===== config.mk =====
export PLATFORM = sky130hd
export DESIGN_NAME = access_relay_sequencer
export DESIGN_NICKNAME = d
export VERILOG_FILES = /design/src/design/ars_pkg.sv /design/src/design/ars_regs.sv /design/src/design/ars_core.sv /design/src/design/access_relay_sequencer.sv
export SDC_FILE = /design/constraint.sdc
export NUM_CORES = 1
export LEC_CHECK = 0
export BUFFER_PORTS_ARGS = -buffer_cell sky130_fd_sc_hd__buf_2
export CAP_MARGIN = 20
export CORE_MARGIN = 4
export CORE_UTILIZATION = 48
export CTS_BUF_LIST = sky130_fd_sc_hd__clkbuf_2
export DETAILED_ROUTE_END_ITERATION = 16
export PLACE_DENSITY = 0.69
export SYNTH_ARGS = -nofsm -noshare
export SYNTH_HDL_FRONTEND = slang
export SYNTH_SLANG_ARGS = --single-unit

===== constraint.sdc =====
create_clock -name clk -period 4.3 [get_ports clk]
set_input_delay 0.215 -clock clk [delete_from_list [all_inputs] [get_ports clk]]
set_output_delay 0.215 -clock clk [all_outputs]
set_load 0.05 [all_outputs]

===== src/design/ars_pkg.sv =====
// shared types and constants for the access relay sequencer
package ars_pkg;

  // phase codes
  localparam logic [1:0] PH_SLEEP     = 2'd0;
  localparam logic [1:0] PH_WAIT      = 2'd1;
  localparam logic [1:0] PH_WAIT_AUTH = 2'd2;
  localparam logic [1:0] PH_AUTH      = 2'd3;

  // configuration register indexes
  localparam logic [2:0] REG_BLINK_PERIOD     = 3'd0;
  localparam logic [2:0] REG_POLL_PERIOD      = 3'd1;
  localparam logic [2:0] REG_REQUEST_TIMEOUT  = 3'd2;
  localparam logic [2:0] REG_GRANT_TIMEOUT    = 3'd3;
  localparam logic [2:0] REG_PULSE_LENGTH     = 3'd4;
  localparam logic [2:0] REG_HIGHEST_VALID_ID = 3'd5;

  // register reset values
  localparam logic [15:0] BLINK_PERIOD_RST     = 16'd500;
  localparam logic [15:0] POLL_PERIOD_RST      = 16'd100;
  localparam logic [15:0] REQUEST_TIMEOUT_RST  = 16'd15000;
  localparam logic [15:0] GRANT_TIMEOUT_RST    = 16'd35000;
  localparam logic [15:0] PULSE_LENGTH_RST     = 16'd500;
  localparam logic [7:0]  HIGHEST_VALID_ID_RST = 8'd20;

  localparam int ADDR_WIDTH = 5;

  // one tick item
  typedef struct packed {
    logic       wake;
    logic       button_rose;
    logic       finger_present;
    logic [7:0] match_id;
  } tick_t;

  // one result item
  typedef struct packed {
    logic       relay_on;
    logic       button_lamp;
    logic       sensor_lamp;
    logic [1:0] phase_out;
    logic       poll_strobe;
  } result_t;

  // configuration register set
  typedef struct packed {
    logic [15:0] blink_period;
    logic [15:0] poll_period;
    logic [15:0] request_timeout;
    logic [15:0] grant_timeout;
    logic [15:0] pulse_length;
    logic [7:0]  highest_valid_id;
  } cfg_t;

endpackage


===== src/design/ars_regs.sv =====
// configuration register bank behind the apb-style port
module ars_regs (
  input  logic                            clk,
  input  logic                            rst,
  input  logic                            psel,
  input  logic                            penable,
  input  logic                            pwrite,
  input  logic [ars_pkg::ADDR_WIDTH-1:0]  paddr,
  input  logic [31:0]                     pwdata,
  output logic [31:0]                     prdata,
  output logic                            pready,
  output ars_pkg::cfg_t                   cfg
);

  logic       wr_en;
  logic [2:0] index;

  assign pready = 1'b1;
  assign wr_en  = psel && penable && pwrite;
  assign index  = paddr[4:2];

  // register writes
  always_ff @(posedge clk) begin
    if (rst) begin
      cfg.blink_period     <= ars_pkg::BLINK_PERIOD_RST;
      cfg.poll_period      <= ars_pkg::POLL_PERIOD_RST;
      cfg.request_timeout  <= ars_pkg::REQUEST_TIMEOUT_RST;
      cfg.grant_timeout    <= ars_pkg::GRANT_TIMEOUT_RST;
      cfg.pulse_length     <= ars_pkg::PULSE_LENGTH_RST;
      cfg.highest_valid_id <= ars_pkg::HIGHEST_VALID_ID_RST;
    end else if (wr_en) begin
      case (index)
        ars_pkg::REG_BLINK_PERIOD:     cfg.blink_period     <= pwdata[15:0];
        ars_pkg::REG_POLL_PERIOD:      cfg.poll_period      <= pwdata[15:0];
        ars_pkg::REG_REQUEST_TIMEOUT:  cfg.request_timeout  <= pwdata[15:0];
        ars_pkg::REG_GRANT_TIMEOUT:    cfg.grant_timeout    <= pwdata[15:0];
        ars_pkg::REG_PULSE_LENGTH:     cfg.pulse_length     <= pwdata[15:0];
        ars_pkg::REG_HIGHEST_VALID_ID: cfg.highest_valid_id <= pwdata[7:0];
        default: ;
      endcase
    end
  end

  // read mux
  always_comb begin
    case (index)
      ars_pkg::REG_BLINK_PERIOD:     prdata = {16'd0, cfg.blink_period};
      ars_pkg::REG_POLL_PERIOD:      prdata = {16'd0, cfg.poll_period};
      ars_pkg::REG_REQUEST_TIMEOUT:  prdata = {16'd0, cfg.request_timeout};
      ars_pkg::REG_GRANT_TIMEOUT:    prdata = {16'd0, cfg.grant_timeout};
      ars_pkg::REG_PULSE_LENGTH:     prdata = {16'd0, cfg.pulse_length};
      ars_pkg::REG_HIGHEST_VALID_ID: prdata = {24'd0, cfg.highest_valid_id};
      default:                       prdata = 32'd0;
    endcase
  end

endmodule


===== src/design/ars_core.sv =====
// sequencer state and the single-pass next-state and result logic
module ars_core #(
  parameter int TIMER_WIDTH = 16
) (
  input  logic             clk,
  input  logic             rst,
  input  logic             step,
  input  ars_pkg::cfg_t    cfg,
  input  ars_pkg::tick_t   item,
  output ars_pkg::result_t result
);

  localparam int CW = (TIMER_WIDTH > 16) ? TIMER_WIDTH : 16;
  localparam logic [TIMER_WIDTH-1:0] TMAX = {TIMER_WIDTH{1'b1}};
  localparam logic [TIMER_WIDTH-1:0] TZERO = '0;

  logic [1:0]             phase, phase_next;
  logic [TIMER_WIDTH-1:0] request_elapsed, request_elapsed_next;
  logic [TIMER_WIDTH-1:0] blink_elapsed, blink_elapsed_next;
  logic [TIMER_WIDTH-1:0] poll_elapsed, poll_elapsed_next;
  logic [TIMER_WIDTH-1:0] grant_elapsed, grant_elapsed_next;
  logic [TIMER_WIDTH-1:0] pulse_elapsed, pulse_elapsed_next;
  logic                   lamp_state, lamp_state_next;
  logic                   relay_state, relay_state_next;
  logic                   sensor_lamp_state, sensor_lamp_state_next;
  logic                   strobe;
  logic                   granted;

  // saturating counter step
  function automatic logic [TIMER_WIDTH-1:0] bump(input logic [TIMER_WIDTH-1:0] c);
    return (c == TMAX) ? c : c + TIMER_WIDTH'(1);
  endfunction

  // counter reached a 16-bit register value
  function automatic logic reached(input logic [TIMER_WIDTH-1:0] c, input logic [15:0] lim);
    return CW'(c) >= CW'(lim);
  endfunction

  // next state for one tick
  always_comb begin
    request_elapsed_next   = bump(request_elapsed);
    blink_elapsed_next     = bump(blink_elapsed);
    poll_elapsed_next      = bump(poll_elapsed);
    grant_elapsed_next     = bump(grant_elapsed);
    pulse_elapsed_next     = bump(pulse_elapsed);
    phase_next             = phase;
    lamp_state_next        = lamp_state;
    relay_state_next       = relay_state;
    sensor_lamp_state_next = sensor_lamp_state;
    strobe                 = 1'b0;
    granted                = 1'b0;

    case (phase)
      ars_pkg::PH_SLEEP: begin
        if (item.wake) phase_next = ars_pkg::PH_WAIT;
      end
      ars_pkg::PH_WAIT: begin
        if (item.button_rose) begin
          sensor_lamp_state_next = 1'b1;
          request_elapsed_next   = TZERO;
          blink_elapsed_next     = TZERO;
          poll_elapsed_next      = TZERO;
          phase_next             = ars_pkg::PH_WAIT_AUTH;
        end
      end
      ars_pkg::PH_WAIT_AUTH: begin
        // lamp blink
        if (reached(blink_elapsed_next, cfg.blink_period)) begin
          blink_elapsed_next = TZERO;
          lamp_state_next    = ~lamp_state;
        end
        // finger check
        if (reached(poll_elapsed_next, cfg.poll_period)) begin
          poll_elapsed_next = TZERO;
          strobe            = 1'b1;
          if (item.finger_present) begin
            lamp_state_next = 1'b1;
            if (item.match_id <= cfg.highest_valid_id) begin
              granted                = 1'b1;
              pulse_elapsed_next     = TZERO;
              relay_state_next       = 1'b1;
              sensor_lamp_state_next = 1'b0;
              grant_elapsed_next     = TZERO;
              phase_next             = ars_pkg::PH_AUTH;
            end
          end
        end
        // request timeout, a grant on the same tick wins
        if (!granted && reached(request_elapsed_next, cfg.request_timeout)) begin
          lamp_state_next        = 1'b0;
          relay_state_next       = 1'b0;
          sensor_lamp_state_next = 1'b0;
          phase_next             = ars_pkg::PH_SLEEP;
        end
      end
      default: begin
        // authorized: timeout, relay retrigger or end of relay pulse
        if (reached(grant_elapsed_next, cfg.grant_timeout)) begin
          lamp_state_next        = 1'b0;
          relay_state_next       = 1'b0;
          sensor_lamp_state_next = 1'b0;
          phase_next             = ars_pkg::PH_SLEEP;
        end else if (item.button_rose) begin
          pulse_elapsed_next = TZERO;
          relay_state_next   = 1'b1;
        end
        if (reached(pulse_elapsed_next, cfg.pulse_length)) relay_state_next = 1'b0;
      end
    endcase
  end

  // result of this tick
  always_comb begin
    result.relay_on    = relay_state_next;
    result.button_lamp = lamp_state_next;
    result.sensor_lamp = sensor_lamp_state_next;
    result.phase_out   = phase_next;
    result.poll_strobe = strobe;
  end

  // state registers
  always_ff @(posedge clk) begin
    if (rst) begin
      phase             <= ars_pkg::PH_SLEEP;
      request_elapsed   <= TZERO;
      blink_elapsed     <= TZERO;
      poll_elapsed      <= TZERO;
      grant_elapsed     <= TZERO;
      pulse_elapsed     <= TZERO;
      lamp_state        <= 1'b0;
      relay_state       <= 1'b0;
      sensor_lamp_state <= 1'b0;
    end else if (step) begin
      phase             <= phase_next;
      request_elapsed   <= request_elapsed_next;
      blink_elapsed     <= blink_elapsed_next;
      poll_elapsed      <= poll_elapsed_next;
      grant_elapsed     <= grant_elapsed_next;
      pulse_elapsed     <= pulse_elapsed_next;
      lamp_state        <= lamp_state_next;
      relay_state       <= relay_state_next;
      sensor_lamp_state <= sensor_lamp_state_next;
    end
  end

endmodule


===== src/design/access_relay_sequencer.sv =====
// top level of the access relay sequencer: tick register, core, result register, config port
//
// Each tick item is one millisecond of the door controller: it steps five saturating
// timers, moves through sleep, wait button, wait authorization and authorized, and yields
// exactly one result item with the relay, lamp, phase and poll strobe outputs. The block
// takes one tick item per clock cycle unless results stall. An item is captured in the tick
// register, goes through the sequencer logic in one pass and lands in the result register; a
// stalled result register holds back one more item in the tick register before ready drops.
// Configuration is written through the apb-style port (registers at byte address 4*index);
// the user must write it only while no item is in flight; the block does not enforce it.
module access_relay_sequencer #(
  parameter int TIMER_WIDTH = 16
) (
  input  logic                           clk,
  input  logic                           rst,
  input  logic                           tick_valid,
  output logic                           tick_ready,
  input  ars_pkg::tick_t                 tick,
  output logic                           result_valid,
  input  logic                           result_ready,
  output ars_pkg::result_t               result,
  input  logic                           psel,
  input  logic                           penable,
  input  logic                           pwrite,
  input  logic [ars_pkg::ADDR_WIDTH-1:0] paddr,
  input  logic [31:0]                    pwdata,
  output logic [31:0]                    prdata,
  output logic                           pready
);

  ars_pkg::cfg_t    cfg;
  ars_pkg::tick_t   tick_r;
  ars_pkg::result_t core_result;
  logic             tick_full;
  logic             advance;

  // configuration registers
  ars_regs u_regs (
    .clk     (clk),
    .rst     (rst),
    .psel    (psel),
    .penable (penable),
    .pwrite  (pwrite),
    .paddr   (paddr),
    .pwdata  (pwdata),
    .prdata  (prdata),
    .pready  (pready),
    .cfg     (cfg)
  );

  // sequencer state and step logic
  ars_core #(
    .TIMER_WIDTH (TIMER_WIDTH)
  ) u_core (
    .clk    (clk),
    .rst    (rst),
    .step   (advance),
    .cfg    (cfg),
    .item   (tick_r),
    .result (core_result)
  );

  // pipeline flow control
  assign advance    = tick_full && (!result_valid || result_ready);
  assign tick_ready = !tick_full || advance;

  always_ff @(posedge clk) begin
    if (rst) begin
      tick_full    <= 1'b0;
      result_valid <= 1'b0;
    end else begin
      if (tick_ready) tick_full <= tick_valid;
      if (advance) begin
        result_valid <= 1'b1;
      end else if (result_ready) begin
        result_valid <= 1'b0;
      end
    end
  end

  // payload registers
  always_ff @(posedge clk) begin
    if (tick_valid && tick_ready) tick_r <= tick;
    if (advance) result <= core_result;
  end

`ifndef SYNTHESIS
  // relay only closes in the authorized phase
  a_relay_auth: assert property (@(posedge clk) disable iff (rst)
    (result_valid && result.relay_on) |-> (result.phase_out == ars_pkg::PH_AUTH))
    else $error("relay closed outside authorized phase");

  // sensor backlight only while waiting for authorization
  a_sensor_wait: assert property (@(posedge clk) disable iff (rst)
    (result_valid && result.sensor_lamp) |-> (result.phase_out == ars_pkg::PH_WAIT_AUTH))
    else $error("sensor lamp lit outside wait authorization");

  // sleep means every drive is off
  a_sleep_dark: assert property (@(posedge clk) disable iff (rst)
    (result_valid && (result.phase_out == ars_pkg::PH_SLEEP))
      |-> (!result.relay_on && !result.button_lamp && !result.sensor_lamp))
    else $error("output drive active in sleep");
`endif

endmodule

==> results.tsv <==
stage	metric	value	unit
clock_network	clockRootBuffer	sky130_fd_sc_hd__clkbuf_2	
timing	min_period	4280	ps
timing	timing.final.hold_violations	0	
worst_setup_path	slowest_delay	410	ps
timing	rsz0062_at_grt	true	
worst_setup_path	cp_data_arrival_time	4910	ps
synthesis	synth_top_flop_cell	sky130_fd_sc_hd__dfxtp_1	
worst_setup_path	worst_r2r_path_cells	24	
finish	post_layout_net_count	1814	
floorplan	die-area	27600	um2
route	detail-route-antenna-nets	0	
global_routing	gr-total-overflow	0	
timing	clock-skew-final	62.7	ps
synthesis	synth_seq_cells	192	
floorplan	dieHeight	166	um
worst_setup_path	reg2reg_slack	20	ps
clock_network	max-clock-path-buffers	2	
power_and_ir_drop	power_frac_clock	0.315	
global_routing	number_of_global_route_vias_before_repair	10800	
global_routing	grt_max_degree	67	
placed_design	detailedPlacementHpwl	25.8	mm
power_and_ir_drop	worst_ir_drop_vdd	0.000194	V
timing	fin_worst_hold_slack	56.5	ps
power_and_ir_drop	switching_share	0.338	
finish	area_growth_syn_to_layout	16.2	%
route	viasPerCell	5.83	
global_routing	global_route_wire_length_before_repair	57.1	mm
placed_design	detailedPlace.worstSlack	-164	ps
worst_setup_path	sum_of_buffers_and_inverters_on_the_critical_path	3	
timing	timing.final.crit_share	0.996	
run_status	run_status	completed	
placed_design	gp_congestion	0.935	
synthesis	synth.distinct_cells	72	
route	drt_first_iter_violations	1123	
timing	final-max-slew-violation-count	0	
synthesis	post_synth_instance_area	12000	um2
placed_design	place_inst	1913	
floorplan	core_area	24500	um2
placed_design	io_buffer_count	60	
clock_network	htree_levels	4	
global_routing	global_route.usage.total	0.252	
flow_run	max-cap-violations	0	
worst_setup_path	critical_path_cell_sequence	and3_4 > nand3_4 > buf_6 > buf_4 > nor3_4 > a21oi_1 > a21oi_2 > ha_1 > nand2_1 > o21ai_1 > a211oi_2 > o211ai_1 > a21boi_2 > buf_6 > nor2_1 > ha_1 > nand2_1 > o21ai_1 > a21oi_1 > o21ai_1 > nand3_1 > a21o_1 > a21oi_1 > nor2_1	
hold_path	whs_path_depth	6	
timing	max_clock_freq	0.233	GHz
worst_setup_path	worst_setup_path_start_kind	flop	
power_and_ir_drop	power.net_switching	1.12	mW
timing	fin_worst_setup_slack	17.1	ps
power_and_ir_drop	combinational_fraction_of_design_power	0.126	
timing	timing.final.setup_violations	0	
worst_setup_path	cp_num_cells	24	
clock_network	clkTransAtPathRegs	360	ps
synthesis	ys_async_sr_fraction	0	
route	drt_first_pass_iters	5	
power_and_ir_drop	pwr-share-seq	0.560	
worst_setup_path	worstSetupStartpoint	u_core.grant_elapsed[3]	
hold_path	worst_hold_path_type	primary input to flop	
synthesis	netlist_instances	1543	
finish	final_cells	2001	
route	post_dr_wirelength_cell	18.0	um
global_routing	antenna_found_initial	2	
power_and_ir_drop	total_internal_power	2.20	mW
power_and_ir_drop	p_leak	5.67	nW
worst_setup_path	master_of_the_slowest_instance_on_the_critical_path	sky130_fd_sc_hd__dfxtp_2	
route	drt-total-wl	35.9	mm
power_and_ir_drop	cellPowerDensity	238	nW/um2
worst_setup_path	worst_r2r_startpoint	u_core.grant_elapsed[3]	
worst_setup_path	critPathRequiredTime	4930	ps
worst_setup_path	critical_path.endpoint	result[5]	
synthesis	syn-mean-instance-area	7.78	um2
worst_setup_path	critical_path.reg2reg.endpoint	result[5]	
timing	max-slew-margin-rel	0.325	
floorplan	effective_utilization_at_floorplan	0.491	
route	via_count	11700	
clock_network	tritoncts_num_sinks	192	
synthesis	synth-seq-area-share	0.335	
finish	drive_above_1_share	0.144	
floorplan	die_width	166	um
clock_network	cts_buffers	17	
clock_network	insertion_delay	830	ps
floorplan	placement_rows	57	
worst_setup_path	timing.setup.critical_path_class	flop to flop	
timing	worst_pin_slew	1010	ps
finish	fill_cells	2203	
worst_setup_path	worst-path-max-fanout	5	
clock_network	tritoncts	done	
route	route.detailed.drc	0	
synthesis	synth_enable_flop_cells	17	
worst_setup_path	cp_capture_type	flop	
floorplan	num_io_pins	96	
worst_setup_path	critical_path.top_delay_family	compound AO/OA/AOI/OAI gates	
synthesis	synthesis.yosys.warnings	0	
==> cell type report <==
cell class	instances	area [um2]	share of cell area
clock buffer	17	85.1	0.00610
clock inverter	15	216	0.0155
multi-input combinational	1167	7490	0.537
sequential	192	4040	0.289
inverter	106	398	0.0285
antenna	2	5.00	0.000359
timing repair buffer	178	1310	0.0937
tap	324	405	0.0291
==> state kept, by name (all words and copies together), names as in the netlist <==
signal                    flops
u_core.phase                  2
u_core.blink_elapsed         16
u_core.request_elapsed       16
result_valid                  1
result                        6
u_regs.cfg                   88
u_core.poll_elapsed          16
u_core.relay_state            1
u_core.sensor_lamp_state      1
tick_full                     1
u_core.pulse_elapsed         16
u_core.lamp_state             1
tick_r                       11
u_core.grant_elapsed         16
==> synthesized netlist by cell type, types with 27 or more instances <==
| cell type | instances | area, um2 |
|---|---|---|
| sky130_fd_sc_hd__a21oi_1 | 152 | 761 |
| sky130_fd_sc_hd__clkbuf_1 | 63 | 236 |
| sky130_fd_sc_hd__dfxtp_1 | 175 | 3500 |
| sky130_fd_sc_hd__ha_1 | 97 | 1210 |
| sky130_fd_sc_hd__inv_1 | 105 | 394 |
| sky130_fd_sc_hd__nand2_1 | 243 | 912 |
| sky130_fd_sc_hd__nand3_1 | 57 | 285 |
| sky130_fd_sc_hd__nor2_1 | 120 | 450 |
| sky130_fd_sc_hd__nor3_1 | 27 | 135 |
| sky130_fd_sc_hd__o211ai_1 | 37 | 278 |
| sky130_fd_sc_hd__o21ai_0 | 43 | 215 |
| sky130_fd_sc_hd__xnor2_1 | 28 | 245 |
==> repair_timing <==
action                                 CTS  global route
endpoints found under the hold margin  126             4
hold buffers                            39             4
setup endpoints to repair                2            39
setup buffers                            7             5
pin swaps                               10            29
cloned                                   0             0
gates resized for setup                 25            40
==> kinds of logic (layout without fill, tap and decap cells) <==
family | Yosys count | count (layout) | share of synthesized area
XOR/XNOR | 46 | 46 | 0.0336
AO/OA/AOI/OAI | 391 | 391 | 0.202
adder cells (fa/ha/maj) | 97 | 97 | 0.101
other | 2 | 19 | 0.000626
flip-flops | 192 | 192 | 0.335
multiplexers | 34 | 34 | 0.0321
AND/OR/NAND/NOR | 582 | 582 | 0.228
buffers and inverters | 199 | 316 | 0.0683
==> per-stage QoR <==
step / util / power, mW / TNS [ps] / instance area (um2)
3_3_place_gp: 0.526 / 2.25 / -165 / 12900
4_1_cts: 0.560 / 3.32 / 0 / 13700
3_5_place_dp: 0.526 / 2.26 / -263 / 12900
2_1_floorplan: - / 2.15 / 0 / 12100
5_1_grt: 0.570 / 3.45 / -382 / 13900
6_report: 0.570 / 3.32 / 0 / 13900
==> worst register-to-register path, delay by kind of cell, from the launching register on <==
kind,cells,cell delay [ps]
flip-flops,1,410
adder cells (fa/ha/maj),2,570
AND/OR/NAND/NOR,8,880
buffers and inverters,3,450
AO/OA/AOI/OAI,11,1790
==> per-layer routing <==
metal  part of all wire  vias to the layer above  global-route usage
li1                   -                     5670                   -
met2               0.47                      453               0.411
met5                  0                        -                   0
met3              0.070                       63              0.0398
met4              0.025                        0              0.0728
met1               0.44                     5485               0.346
==> layout by cell type, fill, tap and decap left out, drive strengths merged, types with 11 or more instances in the layout <==
cell,netlist,final
a22oi,22,22
o21ai,69,69
nor2,121,121
dlygate4sd3,0,43
a31oi,14,14
nand3b,11,11
xnor2,28,28
nand2,243,243
xor2,18,18
a21oi,152,152
o21a,12,12
nand3,59,59
mux2i,25,25
and3,19,19
nor3,29,29
dfxtp,175,175
ha,97,97
nor4,16,16
inv,106,114
nand2b,12,12
conb,2,17
buf,30,135
clkbuf,63,17
o211ai,37,37
nand4,18,18
edfxtp,17,17
a21o,16,16
==> how the worst min path moves through the flow <==
| stage | start | end | slack [ps] |
|---|---|---|---|
| CTS | tick[3] | tick_r[3] | 0.4 |
| floorplan | tick[0] | tick_r[0] | 310 |
| global placement | tick[8] | tick_r[8] | 390 |
| detailed placement | tick[10] | tick_r[10] | 390 |
| global route | tick[5] | tick_r[5] | 10 |
| finish | psel | u_regs.cfg[11] | 60 |
==> power by group through the flow <==
stage | registers [mW] | logic (mW) | clock network, mW
final | 1.86 | 0.417 | 1.05
after global routing | 1.86 | 0.445 | 1.14
after CTS | 1.86 | 0.403 | 1.06
after detailed placement | 1.89 | 0.373 | 0
after global placement | 1.89 | 0.368 | 0
after floorplan | 1.89 | 0.255 | 0
No activity file was read; power rests on OpenSTA's default activity.
